--- config.mk ---
export PLATFORM = sky130hd
export DESIGN_NAME = fletcher16_frame_encoder_flat
export DESIGN_NICKNAME = d
export VERILOG_FILES = /design/src/design/f16fe_pkg.sv /design/src/design/f16fe_ifs.sv /design/src/design/f16fe_sum.sv /design/src/design/fletcher16_frame_encoder.sv /design/src/flat_wrapper.sv
export SDC_FILE = /design/constraint.sdc
export NUM_CORES = 1
export LEC_CHECK = 0
export BUFFER_PORTS_ARGS = -buffer_cell sky130_fd_sc_hd__buf_2
export CAP_MARGIN = 30
export CORE_ASPECT_RATIO = 1.25
export CORE_MARGIN = 2
export CORE_UTILIZATION = 42
export CTS_CLUSTER_DIAMETER = 30
export DETAILED_ROUTE_END_ITERATION = 8
export GPL_ROUTABILITY_DRIVEN = 0
export MAX_ROUTING_LAYER = met4
export PLACE_DENSITY_LB_ADDON = 0.3
export SKIP_LAST_GASP = 1
export SLEW_MARGIN = 20
export SYNTH_ARGS = -nofsm -noshare
export SYNTH_HDL_FRONTEND = slang
export SYNTH_HIERARCHICAL = 1
export SYNTH_SLANG_ARGS = --single-unit
--- constraint.sdc ---
create_clock -name clk -period 5.4 [get_ports clk]
set_clock_uncertainty 0.1 [all_clocks]
set_input_delay 1.35 -clock clk [delete_from_list [all_inputs] [get_ports clk]]
set_output_delay 1.35 -clock clk [all_outputs]
set_load 0.1 [all_outputs]
--- src/design/f16fe_pkg.sv ---
// Shared types and constants for the Fletcher-16 frame encoder.
// No dependencies; every other design file uses this package.

package f16fe_pkg;

	typedef logic [1:0] mode_t;

	localparam mode_t MODE_HEADER  = 2'd0;
	localparam mode_t MODE_CONTENT = 2'd1;
	localparam mode_t MODE_TRAILER = 2'd2;

	localparam int BYTE_W = 8;
	localparam int LEN_W = 16;
	localparam logic [BYTE_W-1:0] MOD_BASE = 8'hff;

	typedef logic [BYTE_W-1:0] byte_t;

	// Control from the frame sequencer to the checksum unit.
	typedef struct packed {
		logic  clear;
		logic  fold;
		byte_t data;
	} sum_ctrl_t;

	typedef struct packed {
		byte_t running_sum;
		byte_t sum_of_sums;
	} sum_state_t;

endpackage

--- src/design/f16fe_ifs.sv ---
// Valid/ready channel interfaces for the Fletcher-16 frame encoder.
// Depends on f16fe_pkg for the payload types.

interface f16fe_item_if;
	logic                  valid;
	logic                  ready;
	f16fe_pkg::mode_t      mode;
	f16fe_pkg::byte_t      class_byte;
	f16fe_pkg::byte_t      type_byte;
	logic [15:0]           payload_length;
	f16fe_pkg::byte_t      content_byte;

	modport source (output valid, mode, class_byte, type_byte, payload_length,
		content_byte, input ready);
	modport sink (input valid, mode, class_byte, type_byte, payload_length,
		content_byte, output ready);
endinterface

interface f16fe_byte_if;
	logic             valid;
	logic             ready;
	f16fe_pkg::byte_t out_byte;
	logic             frame_end;

	modport source (output valid, out_byte, frame_end, input ready);
	modport sink (input valid, out_byte, frame_end, output ready);
endinterface

--- src/design/f16fe_sum.sv ---
// Fletcher-16 running sums, both reduced modulo 255 on every folded byte.
// Depends on f16fe_pkg for the control and state structs.

module f16fe_sum (
	input  logic                  clk,
	input  logic                  arst_n,
	input  f16fe_pkg::sum_ctrl_t  ctrl,
	output f16fe_pkg::sum_state_t sums
);
	import f16fe_pkg::*;

	byte_t running_sum_q;
	byte_t sum_of_sums_q;
	logic [BYTE_W:0] a_raw;
	logic [BYTE_W:0] b_raw;
	byte_t a_mod;
	byte_t b_mod;

	// The sum of each add stays below twice the modulus, so one
	// conditional subtraction completes the reduction.
	always_comb begin
		a_raw = {1'b0, running_sum_q} + {1'b0, ctrl.data};
		if (a_raw >= {1'b0, MOD_BASE}) begin
			a_raw = a_raw - {1'b0, MOD_BASE};
		end
		a_mod = a_raw[BYTE_W-1:0];
		b_raw = {1'b0, sum_of_sums_q} + {1'b0, a_mod};
		if (b_raw >= {1'b0, MOD_BASE}) begin
			b_raw = b_raw - {1'b0, MOD_BASE};
		end
		b_mod = b_raw[BYTE_W-1:0];
	end

	always_ff @(posedge clk or negedge arst_n) begin
		if (!arst_n) begin
			running_sum_q <= '0;
			sum_of_sums_q <= '0;
		end else if (ctrl.clear) begin
			running_sum_q <= '0;
			sum_of_sums_q <= '0;
		end else if (ctrl.fold) begin
			running_sum_q <= a_mod;
			sum_of_sums_q <= b_mod;
		end
	end

	assign sums.running_sum = running_sum_q;
	assign sums.sum_of_sums = sum_of_sums_q;

endmodule

--- src/design/fletcher16_frame_encoder.sv ---
// Fletcher-16 frame encoder top level: item register, byte sequencer, output register.
// Depends on f16fe_pkg, the channel interfaces and f16fe_sum.

// Each input transaction is held in an item register and turned into frame bytes
// through a single byte-wide output register, one byte per cycle unless the
// output stalls. A content item gives one byte and a new one is taken every
// cycle unless the output stalls; a header gives four bytes and a trailer three,
// and each holds the item register until its last byte goes out. A mode 3 item
// is dropped with no output. An item's first byte goes through the item
// register, then the output register; the end marker is the trailer's last byte.

module fletcher16_frame_encoder (
	input  logic                  clk,
	input  logic                  arst_n,
	input  logic                  cfg_we,
	input  f16fe_pkg::byte_t      cfg_wdata,
	f16fe_item_if.sink            item,
	f16fe_byte_if.source          frame
);
	import f16fe_pkg::*;

	byte_t       end_marker_q;
	logic        valid_s1;
	mode_t       mode_s1;
	byte_t       class_s1;
	byte_t       type_s1;
	logic [LEN_W-1:0] len_s1;
	byte_t       content_s1;
	logic [1:0]  idx_q;
	logic        out_valid_q;
	byte_t       out_byte_q;
	logic        frame_end_q;

	logic        has_bytes;
	logic [1:0]  last_idx;
	logic        out_free;
	logic        emit;
	logic        done;
	byte_t       next_byte;
	logic        next_end;
	sum_ctrl_t   sum_ctrl;
	sum_state_t  sums;

	f16fe_sum u_sum (
		.clk   (clk),
		.arst_n(arst_n),
		.ctrl  (sum_ctrl),
		.sums  (sums)
	);

	always_comb begin
		has_bytes = 1'b1;
		last_idx = 2'd0;
		next_byte = content_s1;
		next_end = 1'b0;
		sum_ctrl.clear = 1'b0;
		sum_ctrl.fold = 1'b0;
		sum_ctrl.data = content_s1;
		case (mode_s1)
			MODE_HEADER: begin
				last_idx = 2'd3;
				case (idx_q)
					2'd0: begin
						next_byte = class_s1;
						sum_ctrl.clear = 1'b1;
					end
					2'd1: begin
						next_byte = type_s1;
						sum_ctrl.fold = 1'b1;
					end
					2'd2: begin
						next_byte = len_s1[BYTE_W-1:0];
						sum_ctrl.fold = 1'b1;
					end
					default: begin
						next_byte = len_s1[LEN_W-1:BYTE_W];
						sum_ctrl.fold = 1'b1;
					end
				endcase
				sum_ctrl.data = next_byte;
			end
			MODE_CONTENT: begin
				sum_ctrl.fold = 1'b1;
			end
			MODE_TRAILER: begin
				last_idx = 2'd2;
				case (idx_q)
					2'd0: next_byte = sums.running_sum;
					2'd1: next_byte = sums.sum_of_sums;
					default: begin
						next_byte = end_marker_q;
						next_end = 1'b1;
					end
				endcase
			end
			default: begin
				has_bytes = 1'b0;
			end
		endcase
		out_free = !out_valid_q || frame.ready;
		emit = valid_s1 && has_bytes && out_free;
		done = valid_s1 && (!has_bytes || (out_free && idx_q == last_idx));
		sum_ctrl.clear = sum_ctrl.clear && emit;
		sum_ctrl.fold = sum_ctrl.fold && emit;
	end

	assign item.ready = !valid_s1 || done;

	always_ff @(posedge clk or negedge arst_n) begin
		if (!arst_n) begin
			end_marker_q <= '0;
		end else if (cfg_we) begin
			end_marker_q <= cfg_wdata;
		end
	end

	always_ff @(posedge clk or negedge arst_n) begin
		if (!arst_n) begin
			valid_s1 <= 1'b0;
			idx_q <= '0;
		end else begin
			if (item.valid && item.ready) begin
				valid_s1 <= 1'b1;
			end else if (done) begin
				valid_s1 <= 1'b0;
			end
			if (done) begin
				idx_q <= '0;
			end else if (emit) begin
				idx_q <= idx_q + 2'd1;
			end
		end
	end

	always_ff @(posedge clk) begin
		if (item.valid && item.ready) begin
			mode_s1 <= item.mode;
			class_s1 <= item.class_byte;
			type_s1 <= item.type_byte;
			len_s1 <= item.payload_length;
			content_s1 <= item.content_byte;
		end
	end

	always_ff @(posedge clk or negedge arst_n) begin
		if (!arst_n) begin
			out_valid_q <= 1'b0;
		end else if (emit) begin
			out_valid_q <= 1'b1;
		end else if (frame.ready) begin
			out_valid_q <= 1'b0;
		end
	end

	always_ff @(posedge clk) begin
		if (emit) begin
			out_byte_q <= next_byte;
			frame_end_q <= next_end;
		end
	end

	assign frame.valid = out_valid_q;
	assign frame.out_byte = out_byte_q;
	assign frame.frame_end = frame_end_q;

endmodule
--- src/flat_wrapper.sv ---
// flat-port wrapper written by rule: the top's interface ports become plain ports
module fletcher16_frame_encoder_flat import f16fe_pkg::*;
  (clk, arst_n, cfg_we, cfg_wdata, item_valid, item_mode, item_class_byte, item_type_byte, item_payload_length, item_content_byte, item_ready, frame_valid, frame_out_byte, frame_frame_end, frame_ready);
  f16fe_item_if item_i ();
  f16fe_byte_if frame_i ();
  input  logic clk;
  input  logic arst_n;
  input  logic cfg_we;
  input  f16fe_pkg::byte_t cfg_wdata;
  input wire logic [$bits(item_i.valid)-1:0] item_valid;
  input wire logic [$bits(item_i.mode)-1:0] item_mode;
  input wire logic [$bits(item_i.class_byte)-1:0] item_class_byte;
  input wire logic [$bits(item_i.type_byte)-1:0] item_type_byte;
  input wire logic [$bits(item_i.payload_length)-1:0] item_payload_length;
  input wire logic [$bits(item_i.content_byte)-1:0] item_content_byte;
  output wire logic [$bits(item_i.ready)-1:0] item_ready;
  output wire logic [$bits(frame_i.valid)-1:0] frame_valid;
  output wire logic [$bits(frame_i.out_byte)-1:0] frame_out_byte;
  output wire logic [$bits(frame_i.frame_end)-1:0] frame_frame_end;
  input wire logic [$bits(frame_i.ready)-1:0] frame_ready;
  assign item_i.valid = item_valid;
  assign item_i.mode = item_mode;
  assign item_i.class_byte = item_class_byte;
  assign item_i.type_byte = item_type_byte;
  assign item_i.payload_length = item_payload_length;
  assign item_i.content_byte = item_content_byte;
  assign item_ready = item_i.ready;
  assign frame_valid = frame_i.valid;
  assign frame_out_byte = frame_i.out_byte;
  assign frame_frame_end = frame_i.frame_end;
  assign frame_i.ready = frame_ready;
  fletcher16_frame_encoder u_core (.clk(clk), .arst_n(arst_n), .cfg_we(cfg_we), .cfg_wdata(cfg_wdata), .item(item_i), .frame(frame_i));
endmodule
==> metrics.cfg <==
[synthesis]
ys.flop_type = edfxtp_1
synth.distinct_cells = 77
syn-num-nets = 481
syn_inst = 402
ys_ff_latch = 79
synth_edf_count = 51
syn-cell-area_sq_um = 4580
synth_most_common_cell = edfxtp_1
yosys_warnings = 6
synth_top_area_share_pct = 33.5
ys_seq_area_share_pct = 48.8
async_flop_share_pct = 35.4
postSynthAreaPerCell_sq_um = 11.4
synthTopCellsByCount = edfxtp_1, nand2_1, dfrtp_1
yosysTopAreaCell = edfxtp_1
synthTopCellsByArea = edfxtp_1, dfrtp_1, ha_1

[min_path]
hold_depth = 1
holdPathEnd = u_core/end_marker_q[1]$_DFFE_PN0P_
hp-start = u_core/end_marker_q[1]$_DFFE_PN0P_
hold_path.class = flop to flop

[worst_setup_path]
startpoint = u_core/idx_q[1]$_DFFE_PN0P_
reg2reg_from = u_core/idx_q[1]$_DFFE_PN0P_
path_class = flop to flop
cp_max_fo = 6
crit_required_ns = 5.54
end_kind = flop
ff2ff_path_depth = 22
reg2reg_to = u_core/u_sum/sum_of_sums_q[5]$_DFFE_PN0P_
r2r_setup_slack_ns = -0.02
worstPathArrival_ns = 5.56
start_kind = flop

[timing]
drv_slew = 0
finalCritPeriodShare_pct = 100
hold_viol = 0
worstMarginPinSlew_ns = 0.876
fmax_mhz = 185
relSlewSlack_pct = 41.4
setup_viol = 1
worst_slack_ns = -0.0196
period_minus_slack_ns = 5.42
rsz0062_at_grt = true
holdWs_ns = 0.417

[floorplanning]
fp.dieH_um = 121
start_util_pct = 43.1
die_w_um = 97.4
core_sq_um = 10600
rows = 42
die_area_sq_um = 11800
ios = 66

[clocking]
cts_tree = done
cts_hold_buf = 0
root_buffer = clkbuf_16
clk_path_buf_depth = 2
insertion_delay_ns = 0.33
path_clk_slew_ns = 0.07
cts_made_buffers = 9
clock-sinks = 79
htreeDepth = 3

[final_layout]
final_core_util_pct = 56.5
synthToLayoutAreaGrowth_pct = 31.0
drive_gt1_share_pct = 40.2
layout.cells.non_filler = 654
antenna_cells = 0
final_nets = 596

[place]
portBuffers = 65
hpwl_um = 8480
dp_cells = 625

[grt]
grt_max_degree = 30
grt.overflow.total = 0
track_usage_pct = 19.9
grt_pass1_wl_um = 18000
grt_pass1_vias = 3738
antenna_found_initial = 0

[status]
failed_checks = negative setup slack
status = complete, but fails checks

[detailed_routing]
postRouteAntennaNets = 0
routed_wl_um = 11200
vias = 3708
initialDrtViolationCount = 207
viasPerCell = 5.67
dr.pass1.iters = 4
drcViolationCount = 0
wl_per_cell_um = 17.1

[job]
drv_cap = 0

==> how the worst max path moves through the flow <==
stage | end | slack (ns) | depth (start not counted)
floorplan | u_core/u_sum/sum_of_sums_q[5]$_DFFE_PN0P_ | -0.15 | 24
global placement | u_core/u_sum/sum_of_sums_q[5]$_DFFE_PN0P_ | -0.02 | 23
detailed placement | u_core/u_sum/sum_of_sums_q[5]$_DFFE_PN0P_ | -0.21 | 23
CTS | u_core/u_sum/sum_of_sums_q[5]$_DFFE_PN0P_ | -0.07 | 23
global route | u_core/u_sum/sum_of_sums_q[5]$_DFFE_PN0P_ | -0.25 | 22
finish | u_core/u_sum/sum_of_sums_q[5]$_DFFE_PN0P_ | -0.02 | 22
==> critical path, stage by stage, from the launching register on <==
cell and delay [ns]:
dfrtp_2 0.43, inv_4 0.07, ha_4 0.18, a222oi_1 0.29, o21a_1 0.21, o21ai_2 0.07, ha_2 0.22, fa_2 0.39
a21oi_2 0.16, o2111a_1 0.19, or3_4 0.12, nand4_1 0.12, or4_1 0.43, nor2_1 0.15, nor2_1 0.06, ha_1 0.37
nor2b_4 0.17, o31a_4 0.30, a211oi_4 0.17, o2111a_2 0.25, a211oi_4 0.06, or4_1 0.48, a311oi_2 0.29
==> area by class of cell <==
cell class                      instances  area [sq um]
Clock buffer                            9           225
Timing Repair Buffer                  122           781
Tap cell                              132           165
Fill cell                             908          4620
Multi-Input combinational cell        292          2430
Inverter                               13          51.3
Sequential cell                        79          2230
Clock inverter                          7           108
==> per-layer routing <==
metal | wire length, um | track usage [%]
met3 | 381 | 3.29
met4 | 323 | 7.38
met1 | 4500 | 22.4
met2 | 6000 | 35.6
met5 | 0 | -
==> metrics by stage <==
step           TNS (ns)  worst slack (ns)  area [sq um]
2_1_floorplan    -0.145            -0.145          4610
3_3_place_gp    -0.0188           -0.0188          5350
3_5_place_dp     -0.797            -0.206          5380
4_1_cts         -0.0715           -0.0715          5850
5_1_grt          -0.825            -0.246          6000
6_report        -0.0196           -0.0196          6000
==> state kept, by name (all words and copies together), names as in the netlist <==
signal	flops
u_core/u_sum/running_sum_q	8
u_core/frame.frame_end	1
u_core/frame.out_byte	8
u_core/u_sum/sum_of_sums_q	8
u_core/frame.valid	1
u_core/class_s1	8
u_core/content_s1	8
u_core/len_s1	16
u_core/idx_q	2
u_core/type_s1	8
u_core/mode_s1	2
u_core/end_marker_q	8
u_core/valid_s1	1
==> kinds of logic (layout without fill, tap and decap cells) <==
group,after synthesis,after routing,synth area share [%]
compound gates,120,120,20.8
xor+xnor,12,12,2.87
fa+ha+maj,24,24,6.89
buf+inv,31,151,3.33
flops,79,79,48.8
mux,13,13,3.17
simple gates,123,123,14.2
==> cell usage in the layout, fill, tap and decap left out, types with 5 or more instances in the layout <==
master / n
o211ai_1: 8
ha_1: 12
nand2b_1: 5
xor2_1: 7
or3_1: 7
inv_1: 10
clkbuf_16: 9
nor2_1: 22
a222oi_1: 7
dfrtp_1: 27
a22o_1: 7
o21ai_2: 6
o21a_1: 9
nand2_1: 47
o21ai_0: 7
buf_4: 54
mux2_2: 8
a21oi_1: 7
ha_2: 6
a22oi_1: 8
edfxtp_1: 51
o21ai_1: 8
buf_2: 65
==> repair_timing <==
action	4_1_cts	5_1_grt
gates resized for setup	13	33
setup endpoints to repair	8	8
setup buffers	10	3
pin swaps	5	20
hold endpoints to repair	0	0
Power is left out: the tool's default activity adds up to more than one toggle a clock period on the data nets, which glitch-free logic cannot reach.
